**src/rtl/core/ogru_pkg.sv**
```systemverilog
// Shared types and constants of the occupancy grid ray update block.
package ogru_pkg;

    // item kinds
    localparam logic KIND_RAY  = 1'b0;
    localparam logic KIND_READ = 1'b1;

    // configuration register indexes
    localparam logic [2:0] REG_PASS_CHANGE       = 3'd0;
    localparam logic [2:0] REG_ZERO_RANGE_CHANGE = 3'd1;
    localparam logic [2:0] REG_HIT_CHANGE        = 3'd2;
    localparam logic [2:0] REG_HIT_DEPTH         = 3'd3;
    localparam logic [2:0] REG_MAX_RANGE         = 3'd4;
    localparam logic [2:0] REG_SAMPLE_STEP       = 3'd5;

    localparam int CELL_W  = 16;    // stored Q8.8 log-odds
    localparam int DELTA_W = 13;    // signed cell change
    localparam int COUNT_W = 11;
    localparam logic [COUNT_W-1:0] COUNT_MAX = 11'd2047;

    // clamp at +-50.0 in Q8.8
    localparam logic signed [CELL_W:0] CLAMP_HI = 17'sd12800;
    localparam logic signed [CELL_W:0] CLAMP_LO = -17'sd12800;

    // half of one Q1.15 unit, for round to nearest
    localparam int Q15_SHIFT = 15;
    localparam int Q15_HALF  = 16384;

    typedef struct packed {
        logic               kind;
        logic [15:0]        pose_north;
        logic [15:0]        pose_east;
        logic signed [15:0] beam_cos;
        logic signed [15:0] beam_sin;
        logic [17:0]        range;
        logic [7:0]         cell_row;
        logic [7:0]         cell_col;
    } req_t;

    typedef struct packed {
        logic signed [14:0]   log_odds;
        logic                 occupied;
        logic [COUNT_W-1:0]   cells_updated;
    } rsp_t;

    typedef struct packed {
        logic [2:0]  index;
        logic [17:0] data;
    } cfg_wr_t;

    typedef struct packed {
        logic [11:0] pass_change;
        logic [11:0] zero_range_change;
        logic [11:0] hit_change;
        logic [15:0] hit_depth;
        logic [17:0] max_range;
        logic [11:0] sample_step;
    } cfg_t;

    // sample handed from the ray walker to the cell updater
    typedef struct packed {
        logic                      valid;
        logic signed [DELTA_W-1:0] delta;
    } sample_t;

    // cell write from the updater
    typedef struct packed {
        logic                     en;
        logic signed [CELL_W-1:0] data;
    } cell_wr_t;

endpackage

```
**src/rtl/core/ogru_sampler.sv**
```systemverilog
// Ray walker: steps sample points along the beam and issues cell addresses.
module ogru_sampler #(
    parameter int GRID_DIM    = 256,
    parameter int MAX_SAMPLES = 2048,
    parameter int FRAC_BITS   = 8,
    parameter int ADDR_W      = 16
) (
    input  logic                          clk,
    input  logic                          rst_n,
    input  logic                          start,
    input  logic [15:0]                   pose_north,
    input  logic [15:0]                   pose_east,
    input  logic signed [15:0]            beam_cos,
    input  logic signed [15:0]            beam_sin,
    input  logic [17:0]                   range,
    input  ogru_pkg::cfg_t                cfg,
    output ogru_pkg::sample_t             smp,
    output logic [ADDR_W-1:0]             smp_addr,
    output logic                          done,
    output logic [ogru_pkg::COUNT_W-1:0]  cells_updated
);
    import ogru_pkg::*;

    localparam int K_W    = $clog2(MAX_SAMPLES + 1);
    localparam int D_W    = K_W + 12;
    localparam int ACC_W  = D_W + 17;
    localparam int INC_W  = 29;
    localparam int ROW_W  = $clog2(GRID_DIM);
    localparam int POS_A  = ACC_W - 14;
    localparam int POS_B  = ROW_W + FRAC_BITS + 2;
    localparam int POS_W  = (POS_A > POS_B) ? POS_A : POS_B;
    localparam int CMP_W  = (D_W > 19) ? D_W : 19;
    localparam logic signed [POS_W-1:0] LIMIT = POS_W'((GRID_DIM - 1) << FRAC_BITS);
    localparam logic signed [POS_W-1:0] HALF  = POS_W'(1 << (FRAC_BITS - 1));
    localparam logic [K_W-1:0]          K_END = K_W'(MAX_SAMPLES);

    logic                     active_reg;
    logic [K_W-1:0]           k_reg;
    logic [D_W-1:0]           d_reg;
    logic signed [ACC_W-1:0]  acc_n_reg;
    logic signed [ACC_W-1:0]  acc_e_reg;
    logic signed [INC_W-1:0]  inc_n_reg;
    logic signed [INC_W-1:0]  inc_e_reg;
    logic [15:0]              pn_reg;
    logic [15:0]              pe_reg;
    logic [17:0]              range_reg;
    logic [COUNT_W-1:0]       count_reg;

    logic signed [ACC_W-16:0] off_n;
    logic signed [ACC_W-16:0] off_e;
    logic signed [POS_W-1:0]  pos_n;
    logic signed [POS_W-1:0]  pos_e;
    logic signed [POS_W-1:0]  rnd_n;
    logic signed [POS_W-1:0]  rnd_e;
    logic [ROW_W-1:0]         row;
    logic [ROW_W-1:0]         col;
    logic                     on_grid;
    logic                     range_zero;
    logic                     in_pass;
    logic                     in_hit;
    logic                     go;

    // accumulators hold beam * d plus half a Q1.15 unit, so the shift rounds
    assign off_n = acc_n_reg[ACC_W-1:Q15_SHIFT];
    assign off_e = acc_e_reg[ACC_W-1:Q15_SHIFT];

    always_comb
    begin
        pos_n = $signed({{(POS_W-16){1'b0}}, pn_reg}) + POS_W'(off_n);
        pos_e = $signed({{(POS_W-16){1'b0}}, pe_reg}) + POS_W'(off_e);
        rnd_n = pos_n + HALF;
        rnd_e = pos_e + HALF;
        row   = rnd_n[FRAC_BITS +: ROW_W];
        col   = rnd_e[FRAC_BITS +: ROW_W];
        on_grid = (pos_n > 0) && (pos_n < LIMIT) && (pos_e > 0) && (pos_e < LIMIT);

        range_zero = (range_reg == 18'd0);
        in_pass    = CMP_W'(range_reg) > CMP_W'(d_reg);
        in_hit     = (CMP_W'(range_reg) + CMP_W'(cfg.hit_depth)) > CMP_W'(d_reg);

        go   = active_reg && (k_reg != K_END) && on_grid && (range_zero || in_pass || in_hit);
        done = active_reg && !go;

        smp.valid = go;
        priority if (range_zero)
        begin
            smp.delta = -$signed({1'b0, cfg.zero_range_change});
        end
        else if (in_pass)
        begin
            smp.delta = -$signed({1'b0, cfg.pass_change});
        end
        else
        begin
            smp.delta = $signed({1'b0, cfg.hit_change});
        end

        smp_addr = ADDR_W'(ADDR_W'(row) * ADDR_W'(GRID_DIM)) + ADDR_W'(col);
    end

    assign cells_updated = count_reg;

    always_ff @(posedge clk or negedge rst_n)
    begin
        if (!rst_n)
        begin
            active_reg <= 1'b0;
            k_reg      <= '0;
            count_reg  <= '0;
        end
        else if (start)
        begin
            active_reg <= 1'b1;
            k_reg      <= '0;
            count_reg  <= '0;
        end
        else if (go)
        begin
            k_reg <= k_reg + K_W'(1);
            if (count_reg != COUNT_MAX)
            begin
                count_reg <= count_reg + COUNT_W'(1);
            end
        end
        else if (done)
        begin
            active_reg <= 1'b0;
        end
    end

    always_ff @(posedge clk)
    begin
        if (start)
        begin
            d_reg     <= '0;
            acc_n_reg <= ACC_W'(Q15_HALF);
            acc_e_reg <= ACC_W'(Q15_HALF);
            inc_n_reg <= beam_cos * $signed({1'b0, cfg.sample_step});
            inc_e_reg <= beam_sin * $signed({1'b0, cfg.sample_step});
            pn_reg    <= pose_north;
            pe_reg    <= pose_east;
            range_reg <= range;
        end
        else if (go)
        begin
            d_reg     <= d_reg + D_W'(cfg.sample_step);
            acc_n_reg <= acc_n_reg + ACC_W'(inc_n_reg);
            acc_e_reg <= acc_e_reg + ACC_W'(inc_e_reg);
        end
    end
endmodule

```
**config.mk**
```make
export PLATFORM = sky130hd
export DESIGN_NAME = ogru_sampler
export DESIGN_NICKNAME = d
export VERILOG_FILES = /design/src/rtl/core/ogru_pkg.sv /design/src/rtl/core/ogru_sampler.sv
export SDC_FILE = /design/constraint.sdc
export NUM_CORES = 2
export LEC_CHECK = 0
export ABC_AREA = 1
export BUFFER_PORTS_ARGS = -buffer_cell sky130_fd_sc_hd__buf_2
export CAP_MARGIN = 40
export CORE_AREA = 3 3 229 343
export DETAILED_ROUTE_END_ITERATION = 8
export DIE_AREA = 0 0 232 346
export PLACE_DENSITY = 0.72
export SETUP_SLACK_MARGIN = 0.2
export SYNTH_ARGS = -nofsm -noshare
export SYNTH_HDL_FRONTEND = slang
export SYNTH_SLANG_ARGS = --single-unit
```
**constraint.sdc**
```tcl
create_clock -name clk -period 13.3 [get_ports clk]
set_input_delay 1.33 -clock clk [delete_from_list [all_inputs] [get_ports clk]]
set_output_delay 1.33 -clock clk [all_outputs]
set_load 0.05 [all_outputs]
```
==> run metrics <==
P per Cell Area 213 nW/um^2; Yosys warning count 0; WP data arrival 5890 ps; kind of critical path in2out; Mapped Area 33900 um^2; drt wl/cell 15.1 um; slowest cell on the critical path nor2_4; full die area 80300 um^2; post-cts resize count 0; # hold bufs at CTS 0; LEAKAGE 19.8 nW; syn nets 5442; Tmin final 7220 ps; RSZ-0062 raised after global routing false; First DRT Iteration DRCs 1460; gr ovfl total 0; Routed Antenna Nets 0; hold worst-path end acc_e_reg[0]$_SDFFE_PP0P_; min-delay src acc_e_reg[0]$_SDFFE_PP0P_; hold path depth 2; Max Clk Rate 139 MHz; Worst EP required 11970 ps; Starting Density 44.6%; # fillers 7546; row cnt 124; first-pass iteration count of the detailed router 5; share of layout cells above drive strength 1 7.25%; Global Route Usage Sum 21.7%; clk slew on worst S/H paths 60 ps; Core Box Area 76000 um^2; clock latency on the worst-skew pair 580 ps; Fin Hold WS 480 ps; Avg Inst Size Synth 7.39 um^2; clk sinks 238; CTS tree yes; Setup Buffers After CTS 0; CTS Buffer Depth 3; initial antenna violation count 4; Syn Inst Count 4595; final setup TNS 0 ps; status complete, no violations; vias in the first global route 30025; Async S/R FF share, synth 10.1%; Final Hold Vio Count 0; number of synthesized flops with an enable pin 108; # DRC 0; Port Buffers 190; vias per std cell 5.06; Reg2Reg Launch Point range_reg[4]$_DFFE_PP_; nets 5573; Distinct cells, synth 52; Max Slew Vio Count 0; clk_skew 26.6 ps; Final period util 54.3%; boundary pin count 209; Crit. End Element output port; Vias 29136; GPL Wtd Cong 0.941; max incr delay on CP 420 ps; # setup viols final 0; largest net degree at the start of global routing 67; Worst R2R Path Depth 33; Reg2Reg Setup Slack 7440 ps; CP most frequent cell nand2_1; Hold WC Path Type reg2reg; first-pass GRT wire length 144 mm; worst-path fanout max 14; #FFs+latches synth 238; r2r endpoint acc_e_reg[14]$_SDFFE_PP1P_; Max Cap Violations 0; CTS root buf clkbuf_16; Critical Path Source Type primary input; htree depth 1; Slew headroom 45.5%; synth-to-layout area growth 8.51%; Die Y 346 um; HPWL Detailed 70.6 mm; Tot Pwr 7.86 mW; Die Wd 232 um; drt total wl 86.8 mm; maximum vdd ir drop 0.159 mV; register area share after synthesis 17.6%; number of buffers created by CTS 27; Most used DFF post-synth edfxtp_1; worst slew pin tran 816 ps
## per-stage QoR
step | setup slack (ps) | util [%] | instance area, um^2 | std cells
3_3_place_gp | 6010 | 47.0 | 35800 | 5701
5_1_grt | 5610 | 48.4 | 36800 | 5755
3_5_place_dp | 5970 | 47.2 | 35900 | 5705
2_1_floorplan | 6770 | - | 33900 | 4595
6_report | 6080 | 48.4 | 36800 | 5758
4_1_cts | 6050 | 48.4 | 36800 | 5755
## per-layer routing
metal	routed length (um)	vias up	GRT usage (%)
met3	3290	183	1.47
met4	3220	0	7.99
met2	45900	590	41.5
li1	-	14523	-
met5	0	-	0
met1	34400	13840	25.2
## critical path, delay by kind of cell
kind | cells | cell delay, ps
AND/OR/NAND/NOR | 22 | 2570
adder cells (fa/ha/maj) | 2 | 670
XOR/XNOR | 1 | 150
AO/OA/AOI/OAI | 3 | 590
buffers and inverters | 3 | 540
## cells by family (layout without fill, tap and decap cells)
logic type | count (synthesis) | count (layout) | synth area share, %
AND/OR/NAND/NOR | 1762 | 1762 | 21.8
buffers and inverters | 1164 | 1316 | 13.2
adder cells (fa/ha/maj) | 680 | 680 | 33.1
AO/OA/AOI/OAI | 556 | 556 | 9.36
flip-flops | 238 | 238 | 17.6
XOR/XNOR | 195 | 195 | 5.05
other | 0 | 3 | 0
## cell type report
| cell class | count | area (um^2) | area share [%] |
|---|---|---|---|
| multi-input cells | 3193 | 23500 | 63.8 |
| flip-flops and latches | 238 | 5970 | 16.2 |
| inverters | 1057 | 3970 | 10.8 |
| well taps | 1008 | 1260 | 3.42 |
| repair buffers | 209 | 1160 | 3.15 |
| clock buffers | 35 | 716 | 1.94 |
| clock inverters | 15 | 245 | 0.666 |
| diodes | 3 | 7.51 | 0.0204 |
## worst max-delay path by stage
stage            start                      end  slack [ps]  depth (start not counted)
2_1_floorplan   cfg[1]  inc_e_reg[25]$_DFFE_PP_        6770                         27
3_3_place_gp    cfg[2]  inc_e_reg[25]$_DFFE_PP_        6010                         26
3_5_place_dp    cfg[3]  inc_e_reg[25]$_DFFE_PP_        5970                         27
4_1_cts        cfg[34]                  smp[13]        6050                         31
5_1_grt        cfg[32]                  smp[13]        5610                         31
6_report       cfg[34]                  smp[13]        6080                         31
## cell usage after synthesis, types with 74 or more instances
cell type / count / share of area (%)
xor2_1: 120 / 3.1
xnor2_1: 74 / 1.9
inv_1: 1047 / 12
clkbuf_1: 76 / 0.84
dfxtp_1: 106 / 6.3
edfxtp_1: 108 / 9.6
nand3_1: 219 / 3.2
fa_1: 362 / 21
ha_1: 318 / 12
nor2_1: 263 / 2.9
a21oi_1: 233 / 3.4
o21ai_0: 102 / 1.5
nand2_1: 1088 / 12
## power by group
part	switching (mW)	internal (mW)	total, mW
Combinational	3.57	2.16	5.72
Sequential	0.130	1.18	1.31
Clock	0.326	0.499	0.824
## layout by cell type, fill, tap and decap left out, types with 6 or more instances in the layout
master     count
nor2_2         6
dfrtp_1       24
ha_1         318
o211ai_1      21
xnor2_1       74
nand2_1     1088
a31oi_1       31
buf_2        189
inv_1       1047
or2_2         15
nor2_1       263
inv_2          6
dfxtp_1      106
xor2_1       120
o22ai_1       28
nand3_1      219
bufinv_16      6
nand3b_1      13
o21ai_0      102
nand3_2        8
nor3_1        51
and3_1         7
clkbuf_1       7
nand2_2       24
nand4_1       41
a21o_1        16
clkbuf_16     27
o21bai_1      18
o21ai_2       21
fa_1         362
a21oi_1      233
edfxtp_1     108
o21a_1        11
buf_4         16
o21ai_1       51
nor4_1        13
No activity file was read; power rests on OpenSTA's default activity.
