===== src/rtl/core/ogru_pkg.sv =====
// Shared types and constants of the occupancy grid ray update block.
package ogru_pkg;

    // item kinds
    localparam logic KIND_RAY  = 1'b0;
    localparam logic KIND_READ = 1'b1;

    // configuration register indexes
    localparam logic [2:0] REG_PASS_CHANGE       = 3'd0;
    localparam logic [2:0] REG_ZERO_RANGE_CHANGE = 3'd1;
    localparam logic [2:0] REG_HIT_CHANGE        = 3'd2;
    localparam logic [2:0] REG_HIT_DEPTH         = 3'd3;
    localparam logic [2:0] REG_MAX_RANGE         = 3'd4;
    localparam logic [2:0] REG_SAMPLE_STEP       = 3'd5;

    localparam int CELL_W  = 16;    // stored Q8.8 log-odds
    localparam int DELTA_W = 13;    // signed cell change
    localparam int COUNT_W = 11;
    localparam logic [COUNT_W-1:0] COUNT_MAX = 11'd2047;

    // clamp at +-50.0 in Q8.8
    localparam logic signed [CELL_W:0] CLAMP_HI = 17'sd12800;
    localparam logic signed [CELL_W:0] CLAMP_LO = -17'sd12800;

    // half of one Q1.15 unit, for round to nearest
    localparam int Q15_SHIFT = 15;
    localparam int Q15_HALF  = 16384;

    typedef struct packed {
        logic               kind;
        logic [15:0]        pose_north;
        logic [15:0]        pose_east;
        logic signed [15:0] beam_cos;
        logic signed [15:0] beam_sin;
        logic [17:0]        range;
        logic [7:0]         cell_row;
        logic [7:0]         cell_col;
    } req_t;

    typedef struct packed {
        logic signed [14:0]   log_odds;
        logic                 occupied;
        logic [COUNT_W-1:0]   cells_updated;
    } rsp_t;

    typedef struct packed {
        logic [2:0]  index;
        logic [17:0] data;
    } cfg_wr_t;

    typedef struct packed {
        logic [11:0] pass_change;
        logic [11:0] zero_range_change;
        logic [11:0] hit_change;
        logic [15:0] hit_depth;
        logic [17:0] max_range;
        logic [11:0] sample_step;
    } cfg_t;

    // sample handed from the ray walker to the cell updater
    typedef struct packed {
        logic                      valid;
        logic signed [DELTA_W-1:0] delta;
    } sample_t;

    // cell write from the updater
    typedef struct packed {
        logic                     en;
        logic signed [CELL_W-1:0] data;
    } cell_wr_t;

endpackage


===== src/rtl/core/ogru_cell_update.sv =====
// Read-modify-write stage: adds the change to a cell, clamps, forwards.
module ogru_cell_update #(
    parameter int ADDR_W = 16
) (
    input  logic                                  clk,
    input  logic                                  rst_n,
    input  ogru_pkg::sample_t                     smp,
    input  logic [ADDR_W-1:0]                     smp_addr,
    input  logic signed [ogru_pkg::CELL_W-1:0]    rdata,
    output ogru_pkg::cell_wr_t                    wr,
    output logic [ADDR_W-1:0]                     wr_addr
);
    import ogru_pkg::*;

    logic                       w_valid_reg;
    logic [ADDR_W-1:0]          w_addr_reg;
    logic signed [DELTA_W-1:0]  w_delta_reg;
    logic                       fwd_valid_reg;
    logic [ADDR_W-1:0]          fwd_addr_reg;
    logic signed [CELL_W-1:0]   fwd_data_reg;

    logic signed [CELL_W-1:0]   old_val;
    logic signed [CELL_W:0]     sum;
    logic signed [CELL_W-1:0]   new_val;

    always_comb
    begin
        // the RAM returned the value before last cycle's write: take the bypass
        old_val = (fwd_valid_reg && (fwd_addr_reg == w_addr_reg)) ? fwd_data_reg : rdata;
        sum     = (CELL_W+1)'(old_val) + (CELL_W+1)'(w_delta_reg);
        priority if (sum > CLAMP_HI)
        begin
            new_val = CELL_W'(CLAMP_HI);
        end
        else if (sum < CLAMP_LO)
        begin
            new_val = CELL_W'(CLAMP_LO);
        end
        else
        begin
            new_val = CELL_W'(sum);
        end
    end

    assign wr.en   = w_valid_reg;
    assign wr.data = new_val;
    assign wr_addr = w_addr_reg;

    always_ff @(posedge clk or negedge rst_n)
    begin
        if (!rst_n)
        begin
            w_valid_reg   <= 1'b0;
            fwd_valid_reg <= 1'b0;
        end
        else
        begin
            w_valid_reg   <= smp.valid;
            fwd_valid_reg <= w_valid_reg;
        end
    end

    always_ff @(posedge clk)
    begin
        w_addr_reg   <= smp_addr;
        w_delta_reg  <= smp.delta;
        fwd_addr_reg <= w_addr_reg;
        fwd_data_reg <= new_val;
    end
endmodule

===== config.mk =====
export PLATFORM = sky130hd
export DESIGN_NAME = ogru_cell_update
export DESIGN_NICKNAME = d
export VERILOG_FILES = /design/src/rtl/core/ogru_pkg.sv /design/src/rtl/core/ogru_cell_update.sv
export SDC_FILE = /design/constraint.sdc
export NUM_CORES = 1
export LEC_CHECK = 0
export BUFFER_PORTS_ARGS = -buffer_cell sky130_fd_sc_hd__buf_2
export CELL_PAD_IN_SITES_DETAIL_PLACEMENT = 1
export CELL_PAD_IN_SITES_GLOBAL_PLACEMENT = 2
export CORE_ASPECT_RATIO = 0.75
export CORE_MARGIN = 8
export CORE_UTILIZATION = 33
export CTS_BUF_LIST = sky130_fd_sc_hd__clkbuf_8
export CTS_CLUSTER_DIAMETER = 150
export DETAILED_ROUTE_END_ITERATION = 16
export PLACE_DENSITY_LB_ADDON = 0.1
export SYNTH_ARGS = -nofsm -noshare
export SYNTH_HDL_FRONTEND = slang
export SYNTH_SLANG_ARGS = --single-unit

===== constraint.sdc =====
create_clock -name clk -period 6.5 [get_ports clk]
set_input_delay 0.975 -clock clk [delete_from_list [all_inputs] [get_ports clk]]
set_output_delay 0.975 -clock clk [all_outputs]
set_load 0.005 [all_outputs]

==> results of run 1 <==
[layout by cell type, fill, tap and decap left out, types with 8 or more instances in the layout]
cell type  instances
o21ai_0           10
mux2_2            16
ha_1              16
inv_1              8
o211ai_1           8
nor2_1            16
clkbuf_8          10
a21oi_1           16
buf_2             80
dfxtp_1           61
xnor2_1           17
xor2_1             8
nand2_1           10
[cell type report]
| type | instances | area (um^2) | share of cell area, % |
|---|---|---|---|
| Clock buffer | 10 | 138 | 3.84 |
| Timing Repair Buffer | 82 | 415 | 11.6 |
| Inverter | 7 | 26.3 | 0.732 |
| Tap cell | 108 | 135 | 3.77 |
| Multi-Input combinational cell | 199 | 1520 | 42.3 |
| Clock inverter | 6 | 85.1 | 2.37 |
| Sequential cell | 63 | 1270 | 35.4 |
[worst max-delay path: stages (launching register included)]
cell	delay, ns
dfxtp_1	0.36
xnor2_1	0.13
nand4_1	0.20
nor3_1	0.22
nand4_1	0.11
buf_4	0.24
mux2_2	0.30
ha_1	0.33
and2_1	0.22
a221oi_1	0.44
a21boi_1	0.30
o211ai_1	0.29
a21bo_2	0.25
o311ai_1	0.45
a31oi_1	0.24
a21oi_1	0.29
buf_2	0.17
[routing by layer]
metal	up-vias	share of wire (%)
li1	1179	-
met1	1099	49
met2	42	45
met3	8	4.3
met4	0	1.2
met5	-	0
[worst paths after layout]
check	from	to	depth (start not counted)
setup / recovery	wr_addr[8]$_DFF_P_	wr[11]	16
hold / removal	w_valid_reg$_DFF_PN0_	fwd_valid_reg$_DFF_PN0_	0
setup reg to reg	wr_addr[8]$_DFF_P_	fwd_data_reg[9]$_DFF_P_	15
hold reg to reg	w_valid_reg$_DFF_PN0_	fwd_valid_reg$_DFF_PN0_	0
max in group asynchronous	rst_n	fwd_valid_reg$_DFF_PN0_	1
min in group asynchronous	rst_n	w_valid_reg$_DFF_PN0_	1
[cell usage after synthesis (2+ instances only)]
library cell,instances,area (um^2)
dfxtp_1,61,1220
xnor2_1,17,149
a21oi_1,16,80.1
ha_1,16,200
mux2_2,16,180
nor2_1,16,60.1
nand2_1,10,37.5
o21ai_0,10,50.1
o211ai_1,8,60.1
xor2_1,8,70.1
inv_1,7,26.3
and2_1,6,37.5
nand4_1,6,37.5
nor2b_1,6,37.5
o21a_1,6,45.0
a21o_1,5,37.5
a221oi_1,4,35.0
nor3_1,4,20.0
or2_2,4,25.0
clkbuf_1,3,11.3
nand2b_1,3,18.8
nand3_1,3,15.0
or3_1,3,18.8
a31oi_1,2,12.5
and3_1,2,12.5
dfrtp_1,2,50.1
or4_4,2,22.5
[stage by stage]
stage          instances  power, W
2_1_floorplan        274  0.000581
3_3_place_gp         459  0.000660
3_5_place_dp         459  0.000659
4_1_cts              475   0.00105
5_1_grt              475   0.00109
6_report             475   0.00103
[power groups by stage]
stage	Sequential (W)	Clock, W	Combinational [W]
2_1_floorplan	0.000440	0	0.000141
3_3_place_gp	0.000442	0	0.000218
3_5_place_dp	0.000442	0	0.000217
4_1_cts	0.000433	0.000397	0.000218
5_1_grt	0.000437	0.000413	0.000240
6_report	0.000433	0.000382	0.000215
[logic make-up (layout without fill, tap and decap cells)]
| family | after synthesis | in the layout | share of synthesized area [%] |
|---|---|---|---|
| AOI/OAI and AO/OA | 70 | 70 | 17.8 |
| and+or+nand+nor | 70 | 70 | 13.4 |
| DFF | 63 | 63 | 44.7 |
| xor gates and xnor gates | 25 | 25 | 7.70 |
| adders and majority gates | 17 | 17 | 7.74 |
| muxes | 17 | 17 | 6.68 |
| buffers and inverters | 12 | 105 | 1.98 |
==> results_dict.tcl, run 1 <==
set metrics [dict create \
    status "completed" \
    antenna_left 0 \
    synth_area_mm2 0.00285 \
    use_met3_pct 4.47 \
    synth_ff_type "dfxtp_1" \
    drive_gt1_share_pct 34.1 \
    vias_per_cell 4.90 \
    hold-worst-slack_ns 0.375 \
    grt_pass1_vias 2355 \
    drcViolationCount 0 \
    hold_violations 0 \
    critPathArrivalTime_ns 4.88 \
    h-tree-depth 3 \
    ios 81 \
    dieArea_mm2 0.0119 \
    p_seq_share_pct 42.0 \
    async_flop_share_pct 3.17 \
    met1_usage_pct 16.9 \
    fin_util_pct 42.6 \
    drt_first_pass_iters 4 \
    finalCriticalPeriod_ns 5.86 \
    wl_per_cell_um 16.1 \
    cap_violations 0 \
    power_switching_share_pct 27.9 \
    final_nets 427 \
    synth_cells 274 \
    totalWireLength_mm 7.64 \
    internal-power_w 0.000742 \
    port_buffers 80 \
    synth_edf_count 0 \
    place_hpwl_mm 6.05 \
    rows 29 \
    yosysSeqAreaShare_pct 44.7 \
    antenna_found_initial 0 \
    fp.dieW_um 123 \
    pwr-share-comb_pct 20.9 \
    critical_path_class "reg -> out" \
    tritoncts "built" \
    fin_ws_ns 0.642 \
    post_cts_buffers 0 \
    die_h_um 96.4 \
    synth.ff_latch_count 63 \
    overflow 0 \
    avgSynthCellArea_um2 10.4 \
    p_clk_share_pct 37.1 \
    vias 2328 \
    start_util_pct 33.8 \
    synth_nets 339 \
    grt_max_degree 17 \
    drtIter0Drc 54 \
    syn_to_final_growth_pct 26.1 \
    place_congestion 0.760 \
    setup_viol 0 \
    rsz0062_at_grt "no" \
    synth_warnings 0 \
    cts-hold-fix-buffers 0 \
    yosysUniqueCellTypes 55 \
    busiest_layer "met2" \
    cts.path.max_buffers 2 \
    cp_max_fo 16 \
    power.static_leakage_nw 1.58 \
    irDropWorstVdd_uv 172 \
    worst_slew_pin_slew_ns 0.621 \
    grt_use_total_pct 13.4 \
    crit_path_end_kind "output pin" \
    dpl-instance-area_mm2 0.00337 \
    hold_path_class "reg -> reg" \
    met2_usage_pct 21.1 \
    relSlewSlack_pct 58.3 \
    fmax_mhz 171 \
    finalSetupTns_ns 0 \
    p_per_area_mw_per_mm2 287 \
    switchingPower_w 0.000287 \
    critPathLaunchType "flip-flop" \
    n_antenna_cell 0 \
    post-route-period-util_pct 90.1 \
    root_buffer "clkbuf_8" \
    grt_first_pass_wirelength_mm 12.1 \
    clock_skew_ns 0.00814 \
    place_ws_ns 0.976 \
    clk_pin_slew_ns 0.07 \
    post_cts_resize_count 0 \
    required_ns 5.52 \
    cts_sinks 63 \
    core_mm2 0.00842 \
    fillers 976 \
    clock_latency_ns 0.34 \
    fin_area_mm2 0.00359 \
    numCtsBuffers 9 \
    final_max_slew_viol_count 0 \
    rrSetupSlack_ns 2.01 \
]
(Power assumes the default switching activity.)
==> inputs of run 2 (changes only) <==
==> constraint.sdc (replaced) <==
create_clock -name clk -period 5.5 [get_ports clk]
set_input_delay 0.825 -clock clk [delete_from_list [all_inputs] [get_ports clk]]
set_output_delay 0.825 -clock clk [all_outputs]
set_load 0.005 [all_outputs]
==> results_dict.tcl, run 2 (synthesis results as in run 1) <==
set metrics [dict create \
    status "finished with violations" \
    violations "negative setup slack" \
    rows 29 \
    setup_viol 8 \
    required_ns 4.68 \
    ios 81 \
    n_antenna_cell 0 \
    r2r_end "fwd_data_reg[9]$_DFF_P_" \
    dieArea_mm2 0.0119 \
    final_nets 442 \
    rrSetupSlack_ns 1.12 \
    fp.dieW_um 123 \
    fillers 989 \
    grt_use_total_pct 13.9 \
    crit_start "wr_addr[3]$_DFF_P_" \
    critPathLaunchType "flip-flop" \
    cts_sinks 63 \
    fmax_mhz 180 \
    post-route-period-util_pct 101 \
    power_switching_share_pct 30.7 \
    grt_first_pass_wirelength_mm 12.7 \
    irDropWorstVdd_uv 194 \
    antenna_found_initial 0 \
    power.static_leakage_nw 1.71 \
    place_hpwl_mm 6.20 \
    hold_violations 0 \
    clock_latency_ns 0.33 \
    cts.path.max_buffers 2 \
    hold_path_class "in -> async" \
    grt_max_degree 12 \
    drcViolationCount 0 \
    drt_first_pass_iters 4 \
    vias_per_cell 4.98 \
    tritoncts "built" \
    numCtsBuffers 9 \
    pwr-share-comb_pct 27.2 \
    final_max_slew_viol_count 0 \
    switchingPower_w 0.000366 \
    drive_gt1_share_pct 45.0 \
    h-tree-depth 3 \
    root_buffer "clkbuf_8" \
    overflow 0 \
    final_common_cell "buf_2" \
    finalCriticalPeriod_ns 5.57 \
    critical_path_class "reg -> out" \
    p_clk_share_pct 29.8 \
    cap_violations 0 \
    core_mm2 0.00842 \
    totalWireLength_mm 8.17 \
    fin_ws_ns -0.0696 \
    reg2regPathDepth 16 \
    port_buffers 80 \
    crit_path_end_kind "output pin" \
    final_cell_mix "buf_2 (80), dfxtp_1 (58), xnor2_1 (16)" \
    place_congestion 0.784 \
    drtIter0Drc 77 \
    clk_pin_slew_ns 0.07 \
    p_seq_share_pct 43.1 \
    fin_util_pct 46.9 \
    vias 2439 \
    grt_pass1_vias 2536 \
    start_util_pct 33.8 \
    worst_slew_pin_slew_ns 0.577 \
    antenna_left 0 \
    clock_skew_ns 0.00535 \
    syn_to_final_growth_pct 38.7 \
    internal-power_w 0.000825 \
    relSlewSlack_pct 61.1 \
    die_h_um 96.4 \
    hold-worst-slack_ns 0.261 \
    endpoint "wr[9]" \
    rsz0062_at_grt "yes" \
    wl_per_cell_um 16.7 \
    finalSetupTns_ns -0.156 \
    r2r-start "wr_addr[3]$_DFF_P_" \
    critPathArrivalTime_ns 4.74 \
    p_per_area_mw_per_mm2 302 \
    cp_max_fo 6 \
]
run 2: cell types whose count changed in the layout (fill, tap and decap cells not counted), sizes merged:
cell      before  now
buf           82   96
bufinv         2    0
clkbuf        10   11
clkinv         2    3
clkinvlp       1    2
run 2: power by group through the flow:
stage / Clock, W / Sequential, W / Combinational, W
4_1_cts: 0.000372 / 0.000513 / 0.000285
3_3_place_gp: 0 / 0.000522 / 0.000262
2_1_floorplan: 0 / 0.000520 / 0.000167
6_report: 0.000354 / 0.000513 / 0.000324
5_1_grt: 0.000392 / 0.000518 / 0.000354
3_5_place_dp: 0 / 0.000522 / 0.000262
run 2: critical path, cell delays in order, from the launching register on:
cell and delay (ns):
dfxtp_2 0.34, xor2_2 0.19, nor4_4 0.33, nand4_1 0.19, buf_8 0.18, buf_8 0.13
mux2_4 0.31, ha_4 0.18, and2_4 0.14, or4_4 0.42, o21a_1 0.23, or4_4 0.55
a311o_1 0.34, a211oi_2 0.28, a31oi_4 0.09, buf_12 0.17, a31o_1 0.19, buf_2 0.13
run 2: final cells by class:
cell class,instances,area [um^2],area share (%)
multi-input combinational,199,1740,44.0
sequential,63,1270,32.3
timing repair buffer,97,598,15.2
clock buffer,10,138,3.49
tap,108,135,3.42
clock inverter,6,37.5,0.951
inverter,7,26.3,0.666
run 2: how the worst min path moves through the flow:
stage | start | end | slack (ns) | depth (start not counted)
after floorplan | w_valid_reg$_DFF_PN0_ | fwd_valid_reg$_DFF_PN0_ | 0.35 | 0
after global placement | wr_addr[6]$_DFF_P_ | fwd_addr_reg[6]$_DFF_P_ | 0.36 | 0
after detailed placement | w_valid_reg$_DFF_PN0_ | fwd_valid_reg$_DFF_PN0_ | 0.36 | 0
after CTS | rst_n | fwd_valid_reg$_DFF_PN0_ | 0.25 | 1
after global routing | rst_n | fwd_valid_reg$_DFF_PN0_ | 0.25 | 1
final | rst_n | fwd_valid_reg$_DFF_PN0_ | 0.26 | 1
run 2: routing by layer:
metal  track usage [%]  vias to the layer above  share of wire (%)
met5                 0                        -                  0
met4              4.20                        0               0.97
met3              4.30                        9                3.8
met2              22.7                       45                 48
met1              17.5                     1177                 48
li1                  -                     1208                  -
run 2: through the flow:
step | power (W) | setup slack [ns] | instances | cell area, um^2
floorplan | 0.000686 | 0.519 | 274 | 2850
global placement | 0.000784 | 0.0646 | 463 | 3400
global route | 0.00126 | -0.233 | 490 | 3950
detailed placement | 0.000785 | -0.0370 | 463 | 3400
CTS | 0.00117 | -0.0229 | 486 | 3730
finish | 0.00119 | -0.0696 | 490 | 3950
run 2: what timing repair did:
item	4_1_cts	5_1_grt
cloned	0	1
endpoints found under the setup margin	14	14
setup buffers	7	3
pin swaps	6	15
hold buffers	0	0
gates resized for setup	14	35
==> inputs of run 3 (changes only) <==
--- a/config.mk
+++ b/config.mk
@@ -10,7 +10,7 @@
 export CELL_PAD_IN_SITES_GLOBAL_PLACEMENT = 2
 export CORE_ASPECT_RATIO = 0.75
 export CORE_MARGIN = 8
-export CORE_UTILIZATION = 33
+export CORE_UTILIZATION = 35
 export CTS_BUF_LIST = sky130_fd_sc_hd__clkbuf_8
 export CTS_CLUSTER_DIAMETER = 150
 export DETAILED_ROUTE_END_ITERATION = 16
==> constraint.sdc (replaced) <==
create_clock -name clk -period 6.6 [get_ports clk]
set_input_delay 0.99 -clock clk [delete_from_list [all_inputs] [get_ports clk]]
set_output_delay 0.99 -clock clk [all_outputs]
set_load 0.005 [all_outputs]
==> results_dict.tcl, run 3 (synthesis results as in run 1) <==
set metrics [dict create \
    grt_max_degree 13 \
    post_cts_buffers 0 \
    grt_pass1_vias 2558 \
    final_cell_mix "buf_2 (80), dfxtp_1 (61), xnor2_1 (17)" \
    critPathLaunchType "flip-flop" \
    hold_path_class "reg -> reg" \
    cts-hold-fix-buffers 0 \
    port_buffers 80 \
    place_congestion 0.774 \
    p_per_area_mw_per_mm2 286 \
    post-route-period-util_pct 91.4 \
    clock_latency_ns 0.34 \
    finalCriticalPeriod_ns 6.03 \
    grt_first_pass_wirelength_mm 13.2 \
    drive_gt1_share_pct 34.5 \
    relSlewSlack_pct 55.3 \
    root_buffer "clkbuf_8" \
    antenna_found_initial 0 \
    status "completed" \
    power.static_leakage_nw 1.58 \
    cp_max_fo 8 \
    die_h_um 94.1 \
    tritoncts "built" \
    fp.dieW_um 120 \
    cap_violations 0 \
    overflow 0 \
    h-tree-depth 3 \
    clk_pin_slew_ns 0.07 \
    rsz0062_at_grt "no" \
    drcViolationCount 0 \
    syn_to_final_growth_pct 26.5 \
    crit_path_end_kind "output pin" \
    fmax_mhz 166 \
    clock_skew_ns 0.00801 \
    vias 2373 \
    vias_per_cell 5.02 \
    totalWireLength_mm 8.04 \
    dieArea_mm2 0.0113 \
    numCtsBuffers 9 \
    grt_use_total_pct 14.9 \
    worst_slew_pin_slew_ns 0.666 \
    hold_violations 0 \
    cts_sinks 63 \
    final_max_slew_viol_count 0 \
    ios 81 \
    finalSetupTns_ns 0 \
    core_mm2 0.00788 \
    start_util_pct 36.1 \
    final_nets 428 \
    irDropWorstVdd_uv 129 \
    drtIter0Drc 74 \
    drt_first_pass_iters 4 \
    setup_viol 0 \
    critPathArrivalTime_ns 5.04 \
    n_antenna_cell 0 \
    wl_per_cell_um 17.0 \
    fin_total_pwr_w 0.00103 \
    antenna_left 0 \
    post_cts_resize_count 0 \
    place_hpwl_mm 6.41 \
    required_ns 5.61 \
    cts.path.max_buffers 2 \
    fillers 932 \
    critical_path_class "reg -> out" \
    final_common_cell "buf_2" \
    rows 28 \
]
-- run 3: path summary, 6_finish.rpt --
path,to,cells past startpoint,start,slack (ns)
setup / recovery,wr[10],16,wr_addr[11]$_DFF_P_,0.57
hold / removal,fwd_addr_reg[4]$_DFF_P_,0,wr_addr[4]$_DFF_P_,0.38
setup reg to reg,fwd_data_reg[9]$_DFF_P_,15,wr_addr[11]$_DFF_P_,1.95
hold reg to reg,fwd_addr_reg[4]$_DFF_P_,0,wr_addr[4]$_DFF_P_,0.38
max in group asynchronous,fwd_valid_reg$_DFF_PN0_,1,rst_n,6.09
min in group asynchronous,w_valid_reg$_DFF_PN0_,1,rst_n,0.42
-- run 3: where the power goes --
group,switching [W],leakage [nW],internal (W),total [W]
clock network,0.000162,0.109,0.000225,0.000387
logic,0.000119,0.940,0.0000957,0.000215
registers,0.0000130,0.535,0.000414,0.000427
-- run 3: per-layer routing --
| layer | global-route usage [%] | share of wire [%] |
|---|---|---|
| met1 | 19.0 | 49 |
| met2 | 23.4 | 46 |
| met3 | 4.74 | 3.8 |
| met5 | 0 | 0 |
| met4 | 4.56 | 1.1 |
-- run 3: metrics by stage --
stage                     utilization (%)  instance area, um^2  hold WS [ns]  setup WS, ns  cells
final                                45.7                 3600         0.376         0.568    473
after global routing                 45.7                 3600         0.384         0.241    473
after CTS                            45.7                 3600         0.376         0.562    473
after detailed placement             42.7                 3370         0.370         0.956    457
after global placement               42.7                 3370         0.363          1.21    457
after floorplan                         -                 2850         0.355          1.45    274
-- run 3: worst max-delay path: stages, from the launching register on --
cell and delay [ns]:
dfxtp_1 0.33, xnor2_1 0.19, nand4_1 0.14, nor3_1 0.35
nand4_1 0.19, buf_4 0.21, mux2_2 0.28, ha_1 0.34
and2_1 0.23, a221oi_1 0.45, a21boi_1 0.32, o211ai_1 0.28
a21bo_2 0.24, o311ai_1 0.43, a31oi_1 0.24, a21oi_1 0.30
buf_2 0.17
-- run 3: layout make-up --
| type | count | area, um^2 | share of cell area, % |
|---|---|---|---|
| sequential | 63 | 1270 | 35.3 |
| inverter | 7 | 26.3 | 0.730 |
| clock inverter | 6 | 92.6 | 2.57 |
| tap | 105 | 131 | 3.65 |
| clock buffer | 10 | 138 | 3.82 |
| timing repair buffer | 83 | 423 | 11.7 |
| multi-input combinational | 199 | 1520 | 42.2 |
